--- src/rdsm_pkg.sv ---
// ----------------------------------------------------------------------------
// rdsm_pkg: shared types and constants for the dot-star matcher
// Command codes, special pattern bytes and the per-cycle control word that
// the top level broadcasts to every column cell.
// ----------------------------------------------------------------------------
`default_nettype none

package rdsm_pkg;

  // Pattern bytes with special meaning
  localparam logic [7:0] StarByte = 8'h2A;
  localparam logic [7:0] DotByte  = 8'h2E;

  // Input word command codes
  typedef enum logic [1:0] {
    CMD_LOAD  = 2'd0,
    CMD_BEGIN = 2'd1,
    CMD_TEXT  = 2'd2
  } cmd_e;

  // Control broadcast to all cells for one accepted word
  typedef struct packed {
    logic       clr;    // pattern load: clear the match row
    logic       seed;   // begin: seed the row for empty text
    logic       step;   // text byte: advance the row
    logic [7:0] tc;     // text byte
  } cell_ctrl_t;

  // Pattern byte accepts text byte
  function automatic logic byte_fits(logic [7:0] pc, logic [7:0] tc);
    byte_fits = (pc == DotByte) || (pc == tc);
  endfunction

endpackage

`default_nettype wire

--- src/regex_dot_star_matcher.sv ---
// ----------------------------------------------------------------------------
// regex_dot_star_matcher: streaming '.'/'*' pattern matcher
// A row of column cells holds the pattern and the match row; each begin or
// text word updates the row and returns the full-match bit.
// ----------------------------------------------------------------------------
//  Channel   Dir  tdata                              tuser
//  s_axis    in   [7:0] ch                           [1:0] cmd, [2] first
//  m_axis    out  [0] matched, [1] pattern_overflow  -
//
//  One word per cycle while s_axis_tready is high; a begin or text word yields
//  its result word in the register in the next cycle, a load word yields none.
//  The match row ripples through the cells within the cycle along '*' columns.
//  Reset empties the pattern, clears the match row and the overflow flag.
//  s_axis_tready drops only while a result is held and m_axis_tready is low.
// ----------------------------------------------------------------------------
`default_nettype none

module regex_dot_star_matcher #(
  parameter int PAT_MAX = 32
) (
  input  wire        clk_i,
  input  wire        rst_ni,
  input  wire        s_axis_tvalid,
  output logic       s_axis_tready,
  input  wire  [7:0] s_axis_tdata,   // [7:0] ch
  input  wire  [2:0] s_axis_tuser,   // [1:0] cmd, [2] first
  output logic       m_axis_tvalid,
  input  wire        m_axis_tready,
  output logic [7:0] m_axis_tdata    // [0] matched, [1] pattern_overflow, rest 0
);

  localparam int LW = $clog2(PAT_MAX + 1);

  rdsm_pkg::cmd_e       cmd;
  rdsm_pkg::cell_ctrl_t ctrl;
  logic                 accept, first;
  logic [LW-1:0]        len_q, len_d, len_base;
  logic                 ovf_q, ovf_d;
  logic                 row0_q, row0_d;
  logic                 out_vld_q, out_vld_d;
  logic                 matched_q;
  logic                 res_ovf_q;
  logic                 produce;

  logic [PAT_MAX:0]     col_nxt;
  logic [PAT_MAX:0]     col_m;
  logic [7:0]           col_pc [PAT_MAX+1];

  assign cmd    = rdsm_pkg::cmd_e'(s_axis_tuser[1:0]);
  assign first  = s_axis_tuser[2];
  assign accept = s_axis_tvalid && s_axis_tready;

  // Control word for the cells
  always_comb begin
    ctrl      = '0;
    ctrl.tc   = s_axis_tdata;
    produce   = 1'b0;
    if (accept) begin
      case (cmd)
        rdsm_pkg::CMD_LOAD:  ctrl.clr = 1'b1;
        rdsm_pkg::CMD_BEGIN: begin
          ctrl.seed = 1'b1;
          produce   = 1'b1;
        end
        rdsm_pkg::CMD_TEXT: begin
          ctrl.step = 1'b1;
          produce   = 1'b1;
        end
        default: ;
      endcase
    end
  end

  // Pattern length and overflow
  assign len_base = first ? '0 : len_q;

  always_comb begin
    len_d = len_q;
    ovf_d = ovf_q;
    if (ctrl.clr) begin
      if (first) begin
        ovf_d = 1'b0;
      end
      if (len_base < LW'(PAT_MAX)) begin
        len_d = len_base + LW'(1);
      end else begin
        ovf_d = 1'b1;
      end
    end
  end

  // Column zero: empty pattern prefix
  always_comb begin
    row0_d = row0_q;
    if (ctrl.seed) begin
      row0_d = 1'b1;
    end else if (ctrl.step || ctrl.clr) begin
      row0_d = 1'b0;
    end
  end

  assign col_nxt[0] = ctrl.seed;
  assign col_m[0]   = row0_q;
  assign col_pc[0]  = '0;

  // Row of column cells
  for (genvar k = 0; k < PAT_MAX; k++) begin : g_cell
    rdsm_cell u_cell (
      .clk_i      (clk_i),
      .rst_ni     (rst_ni),
      .ctrl_i     (ctrl),
      .wr_i       (ctrl.clr && (len_base == LW'(k))),
      .wr_byte_i  (s_axis_tdata),
      .active_i   (LW'(k) < len_q),
      .has_left_i (k != 0),
      .left_pc_i  (col_pc[k]),
      .left_m_i   (col_m[k]),
      .skip_i     ((k == 0) ? 1'b0 : col_nxt[(k == 0) ? 0 : k - 1]),
      .pc_o       (col_pc[k+1]),
      .m_o        (col_m[k+1]),
      .nxt_o      (col_nxt[k+1])
    );
  end

  // Output register
  assign s_axis_tready = !out_vld_q || m_axis_tready;

  always_comb begin
    out_vld_d = out_vld_q;
    if (m_axis_tready) begin
      out_vld_d = 1'b0;
    end
    if (produce) begin
      out_vld_d = 1'b1;
    end
  end

  always_ff @(posedge clk_i) begin
    if (produce) begin
      matched_q <= col_nxt[len_q];
      res_ovf_q <= ovf_q;
    end
  end

  always_ff @(posedge clk_i or negedge rst_ni) begin
    if (!rst_ni) begin
      len_q     <= '0;
      ovf_q     <= 1'b0;
      row0_q    <= 1'b0;
      out_vld_q <= 1'b0;
    end else begin
      len_q     <= len_d;
      ovf_q     <= ovf_d;
      row0_q    <= row0_d;
      out_vld_q <= out_vld_d;
    end
  end

  assign m_axis_tvalid = out_vld_q;
  assign m_axis_tdata  = {6'b0, res_ovf_q, matched_q};

  // Checks
  a_len_range: assert property (@(posedge clk_i) disable iff (!rst_ni)
    len_q <= LW'(PAT_MAX))
    else $error("pattern length beyond capacity");

  a_load_no_result: assert property (@(posedge clk_i) disable iff (!rst_ni)
    accept && (cmd == rdsm_pkg::CMD_LOAD) && !out_vld_q |=> !out_vld_q)
    else $error("load produced a result word");

  a_text_clears_col0: assert property (@(posedge clk_i) disable iff (!rst_ni)
    accept && (cmd == rdsm_pkg::CMD_TEXT) |=> !row0_q)
    else $error("empty prefix still matching after text");

  a_begin_result: assert property (@(posedge clk_i) disable iff (!rst_ni)
    accept && (cmd == rdsm_pkg::CMD_BEGIN) && (len_q == '0) |=> out_vld_q && matched_q)
    else $error("empty pattern must match at begin");

endmodule

`default_nettype wire

--- src/rdsm_cell.sv ---
// ----------------------------------------------------------------------------
// rdsm_cell: one pattern column of the matcher
// Holds one pattern byte and the match bit for its column. Takes the left
// neighbor's byte and match bit and the new bit two columns back, and
// computes this column's new bit for seed and advance.
// ----------------------------------------------------------------------------
`default_nettype none

module rdsm_cell (
  input  wire                     clk_i,
  input  wire                     rst_ni,
  input  wire rdsm_pkg::cell_ctrl_t ctrl_i,
  input  wire                     wr_i,        // store wr_byte_i as pattern byte
  input  wire  [7:0]              wr_byte_i,
  input  wire                     active_i,    // column lies within pattern
  input  wire                     has_left_i,  // a pattern byte exists to the left
  input  wire  [7:0]              left_pc_i,
  input  wire                     left_m_i,    // old match bit of left column
  input  wire                     skip_i,      // new match bit two columns left
  output logic [7:0]              pc_o,
  output logic                    m_o,
  output logic                    nxt_o        // new match bit of this column
);

  logic [7:0] pc_q;
  logic       m_q, m_d;
  logic       is_star;

  // Pattern byte, no reset needed
  always_ff @(posedge clk_i) begin
    if (wr_i) begin
      pc_q <= wr_byte_i;
    end
  end

  assign is_star = (pc_q == rdsm_pkg::StarByte);

  // Column update rule
  always_comb begin
    nxt_o = 1'b0;
    if (active_i) begin
      if (ctrl_i.seed) begin
        nxt_o = is_star && has_left_i && skip_i;
      end else if (ctrl_i.step) begin
        if (is_star) begin
          nxt_o = has_left_i &&
                  (skip_i || (rdsm_pkg::byte_fits(left_pc_i, ctrl_i.tc) && m_q));
        end else begin
          nxt_o = left_m_i && rdsm_pkg::byte_fits(pc_q, ctrl_i.tc);
        end
      end
    end
  end

  always_comb begin
    m_d = m_q;
    if (ctrl_i.clr) begin
      m_d = 1'b0;
    end else if (ctrl_i.seed || ctrl_i.step) begin
      m_d = nxt_o;
    end
  end

  always_ff @(posedge clk_i or negedge rst_ni) begin
    if (!rst_ni) begin
      m_q <= 1'b0;
    end else begin
      m_q <= m_d;
    end
  end

  assign pc_o = pc_q;
  assign m_o  = m_q;

endmodule

`default_nettype wire
--- config.mk ---
export PLATFORM = sky130hd
export DESIGN_NAME = regex_dot_star_matcher
export DESIGN_NICKNAME = d
export VERILOG_FILES = /design/src/rdsm_pkg.sv /design/src/regex_dot_star_matcher.sv /design/src/rdsm_cell.sv
export SDC_FILE = /design/constraint.sdc
export NUM_CORES = 1
export LEC_CHECK = 0
export BUFFER_PORTS_ARGS = -buffer_cell sky130_fd_sc_hd__buf_2
export CORE_MARGIN = 1
export CORE_UTILIZATION = 35
export CTS_CLUSTER_DIAMETER = 200
export DETAILED_ROUTE_END_ITERATION = 6
export GPL_TIMING_DRIVEN = 0
export PLACE_DENSITY_LB_ADDON = 0.3
export SYNTH_ARGS = -nofsm -noshare
export SYNTH_HDL_FRONTEND = slang
export SYNTH_SLANG_ARGS = --single-unit
--- constraint.sdc ---
create_clock -name clk_i -period 5.8 [get_ports clk_i]
set_clock_uncertainty 0.15 [all_clocks]
set_input_delay 0.87 -clock clk_i [delete_from_list [all_inputs] [get_ports clk_i]]
set_output_delay 0.87 -clock clk_i [all_outputs]
set_load 0.05 [all_outputs]
==> results.md <==
* GRT Util Overall at 0.215
* DIE AREA at 48500 sq um
* PortBufs at 18
* Hold endpoint: row0_q
* Min-delay worst type: register to register
* R2r setup slk at approximately 1.1 ns
* Clock Sinks at 299
* DRT Pass-1 Iters at 7
* Critical path type: input port to register
* Post-Synth Adder-Cell Area at 0.00526
* Slew @ Worst Pin at 1.24 ns
* Multiplexer share of the synthesized area at 0.00578
* Final min period at ~5.5 ns
* Worst R2R Path Depth at 14
* DR vias at about 13000
* R2R Path Start: m_axis_tvalid
* Startpoint Class: input port
* Leak at 5.89 nW
* Worst EP required at 6.06 ns
* Initial Util at 0.356
* Max-cap violations at 0
* Main combinational cell family by area after synthesis: simple AND/OR/NAND/NOR gates
* Ant diodes at 0
* Number of routed nets with antenna violations at 0
* Die Height at 220 um
* Final Hold Vio Count at 0
* # setup viols final at 0
* Synth warnings at 0
* CTS tree: yes
* Deepest clock path buffer count at 3
* Failing checks: design-rule violations
* Post-synth EDFFs at 258
* CTS resizes at 0
* GRT Residual Overflow at 0
* Max-slew headroom at the worst pin at 0.167
* Post-DR vias/cell at 5.76
* Post-CTS setup buffers at 0
* Synth Area in Compound Gates at 0.126
* Number of global-route vias before repair at 12600
* # IOs at 25
* Fin crit share at 0.942
* Setup slack at placement at -0.262 ns
* Dpl cells at 2135
* Top post-synthesis cells by area: edfxtp_1, xnor2_1, dfrtp_1, nand4_1, nor2_1
* Post-Syn Instances at 1500
* Clock-pin slew on the worst setup and hold paths at approximately 0.06 ns
* Largest net degree at the start of global routing at 42
* Setup slack after layout at about 0.34 ns
* Final Max Tran Viols at 0
* CP max FO at 10
* Htree depth at 2
* Outcome: finished with violations
* Area of the core at 46800 sq um
* First-pass GRT wire length at just under 80 mm
* Crit. End Element: register
* Count of different cell masters after synthesis at 91
* Main synth FF type: edfxtp_1
* Yosys top cell area share at 0.465
* DR WL/cell at 23.2 um
* F_max at 183 MHz
* Hold_buf cts at 0
* Final #Nets at 1587
* Post-synth ARST share at 0.137
* Synth Area per Inst at 11.1 sq um
* Mapped cell area at 16700 sq um
* Drt first-iter violations at 1321
* RSZ-0062 raised after global routing: false
* Die width at 220 um
* CTS Buf Count at 35
* CTS root buf: clkbuf_16
* Min-Delay Path Depth at 2
* Non-filler instance count after layout at 2195
* Crit path DAT at 5.72 ns
* Maximum vdd ir drop at 170 uV
* Synth Area in Simple Gates at 0.165
* Share of layout cells above drive strength 1 at 0.0970
* Min-delay src: row0_q
* Cell Rows at around 80
* Final GP Congestion at 0.969
* Xor and xnor area share after synthesis at 0.135
* Synth area leader: edfxtp_1
* DR DRC count at 8
* P per Cell Area at 279 nW/um^2
* Sequential share of the synthesized area at 0.527
* Worst skew pair latency at between 0.5 and 0.6 ns
* Total wire length at 50.9 mm
* Initial antenna violation count at 0
* Capture point of the worst reg-to-reg path: matched_q
* Hpwl dp at 34.8 mm
* #FFs+latches synth at ~300
* Syn-to-layout area delta at 12.5%
## area by class of cell
| cell class | count | area [sq um] |
|---|---|---|
| Sequential cell | 299 | 8770 |
| Fill cell | 4474 | 28000 |
| Buffer | 77 | 458 |
| Clock buffer | 43 | 958 |
| Timing Repair Buffer | 23 | 128 |
| Inverter | 41 | 154 |
| Multi-Input combinational cell | 1088 | 7330 |
| Clock inverter | 17 | 171 |
| Tap cell | 607 | 759 |
## per-stage QoR
stage | utilization | hold WS (ns) | setup TNS, ns | instance area [sq um] | power [mW]
floorplan | - | 0.276 | 0 | 16700 | 2.79
global placement | 0.375 | 0.337 | -0.216 | 17500 | 3.03
detailed placement | 0.376 | 0.333 | -0.262 | 17600 | 3.04
CTS | 0.400 | 0.348 | 0 | 18700 | 5.24
global route | 0.401 | 0.364 | 0 | 18700 | 5.37
finish | 0.401 | 0.345 | 0 | 18700 | 5.22
## cells in the mapped netlist, types with 17 or more instances
library cell and n:
o21ai_0 68, clkbuf_1 32, nor4_1 20, inv_1 41
nor3b_1 21, edfxtp_1 258, xnor2_1 240, nand2_1 99
a21oi_1 58, nand2b_1 23, buf_2 17, nor2_1 102
nand4_1 89, nor3_1 34, o22ai_1 17, nand3_1 24
dfrtp_1 41
## worst max path at each step
stage                    startpoint         to  cells past startpoint
floorplan             m_axis_tready  matched_q                     14
global placement    s_axis_tuser[1]  matched_q                     16
detailed placement  s_axis_tuser[1]  matched_q                     16
CTS                 s_axis_tuser[1]  matched_q                     16
global route        s_axis_tdata[6]  matched_q                     18
finish              s_axis_tuser[1]  matched_q                     16
## cells in the final DEF, fill, tap and decap left out, drive strengths merged, types with 23 or more instances in the layout
cell type  synthesis  routed
o21ai             78      78
nand2             99      99
inv               41      41
edfxtp           258     258
nor3              35      35
a21oi             60      60
nand2b            23      23
buf               45      67
nor2             102     102
dfrtp             41      41
xnor2            240     240
nand4             89      89
nand3             24      24
clkbuf            32      76
## metal layers
metal  routed length (um)  track usage
met2                22500        0.334
met1                22900        0.302
met5                    0            0
met3                 3640       0.0283
met4                 1850       0.0860
## logic make-up (layout without fill, tap and decap cells)
group                      Yosys count  in the layout
DFF                                299            299
other                                1              6
xor gates and xnor gates           256            256
buffers and inverters              118            201
muxes                                8              8
adders and majority gates            7              7
AOI/OAI and AO/OA                  307            307
and+or+nand+nor                    504            504
## critical path: stages
cell      delay [ns]
buf_2           0.11
inv_1           0.06
ha_1            0.23
nor2b_1         0.53
and3_1          0.56
buf_2           0.37
buf_1           0.54
clkbuf_2        0.48
a32oi_1         0.18
nor2_1          0.29
o211ai_1        0.26
a311oi_1        0.51
a211oi_1        0.14
a31oi_1         0.22
o21ai_1         0.12
a21bo_1         0.24
## report_power, final
part           internal, mW  switching (mW)
clock network          1.31           0.904
registers              2.36          0.0140
logic                 0.171           0.462
## sequential cells by signal, summed over array words and instances, names as in the netlist
signal,count
len_q,6
res_ovf_q,1
g_cell.u_cell.pc_o,256
g_cell.u_cell.m_o,32
m_axis_tvalid,1
ovf_q,1
row0_q,1
matched_q,1
Note: power is estimated with default switching activity, not from simulation.
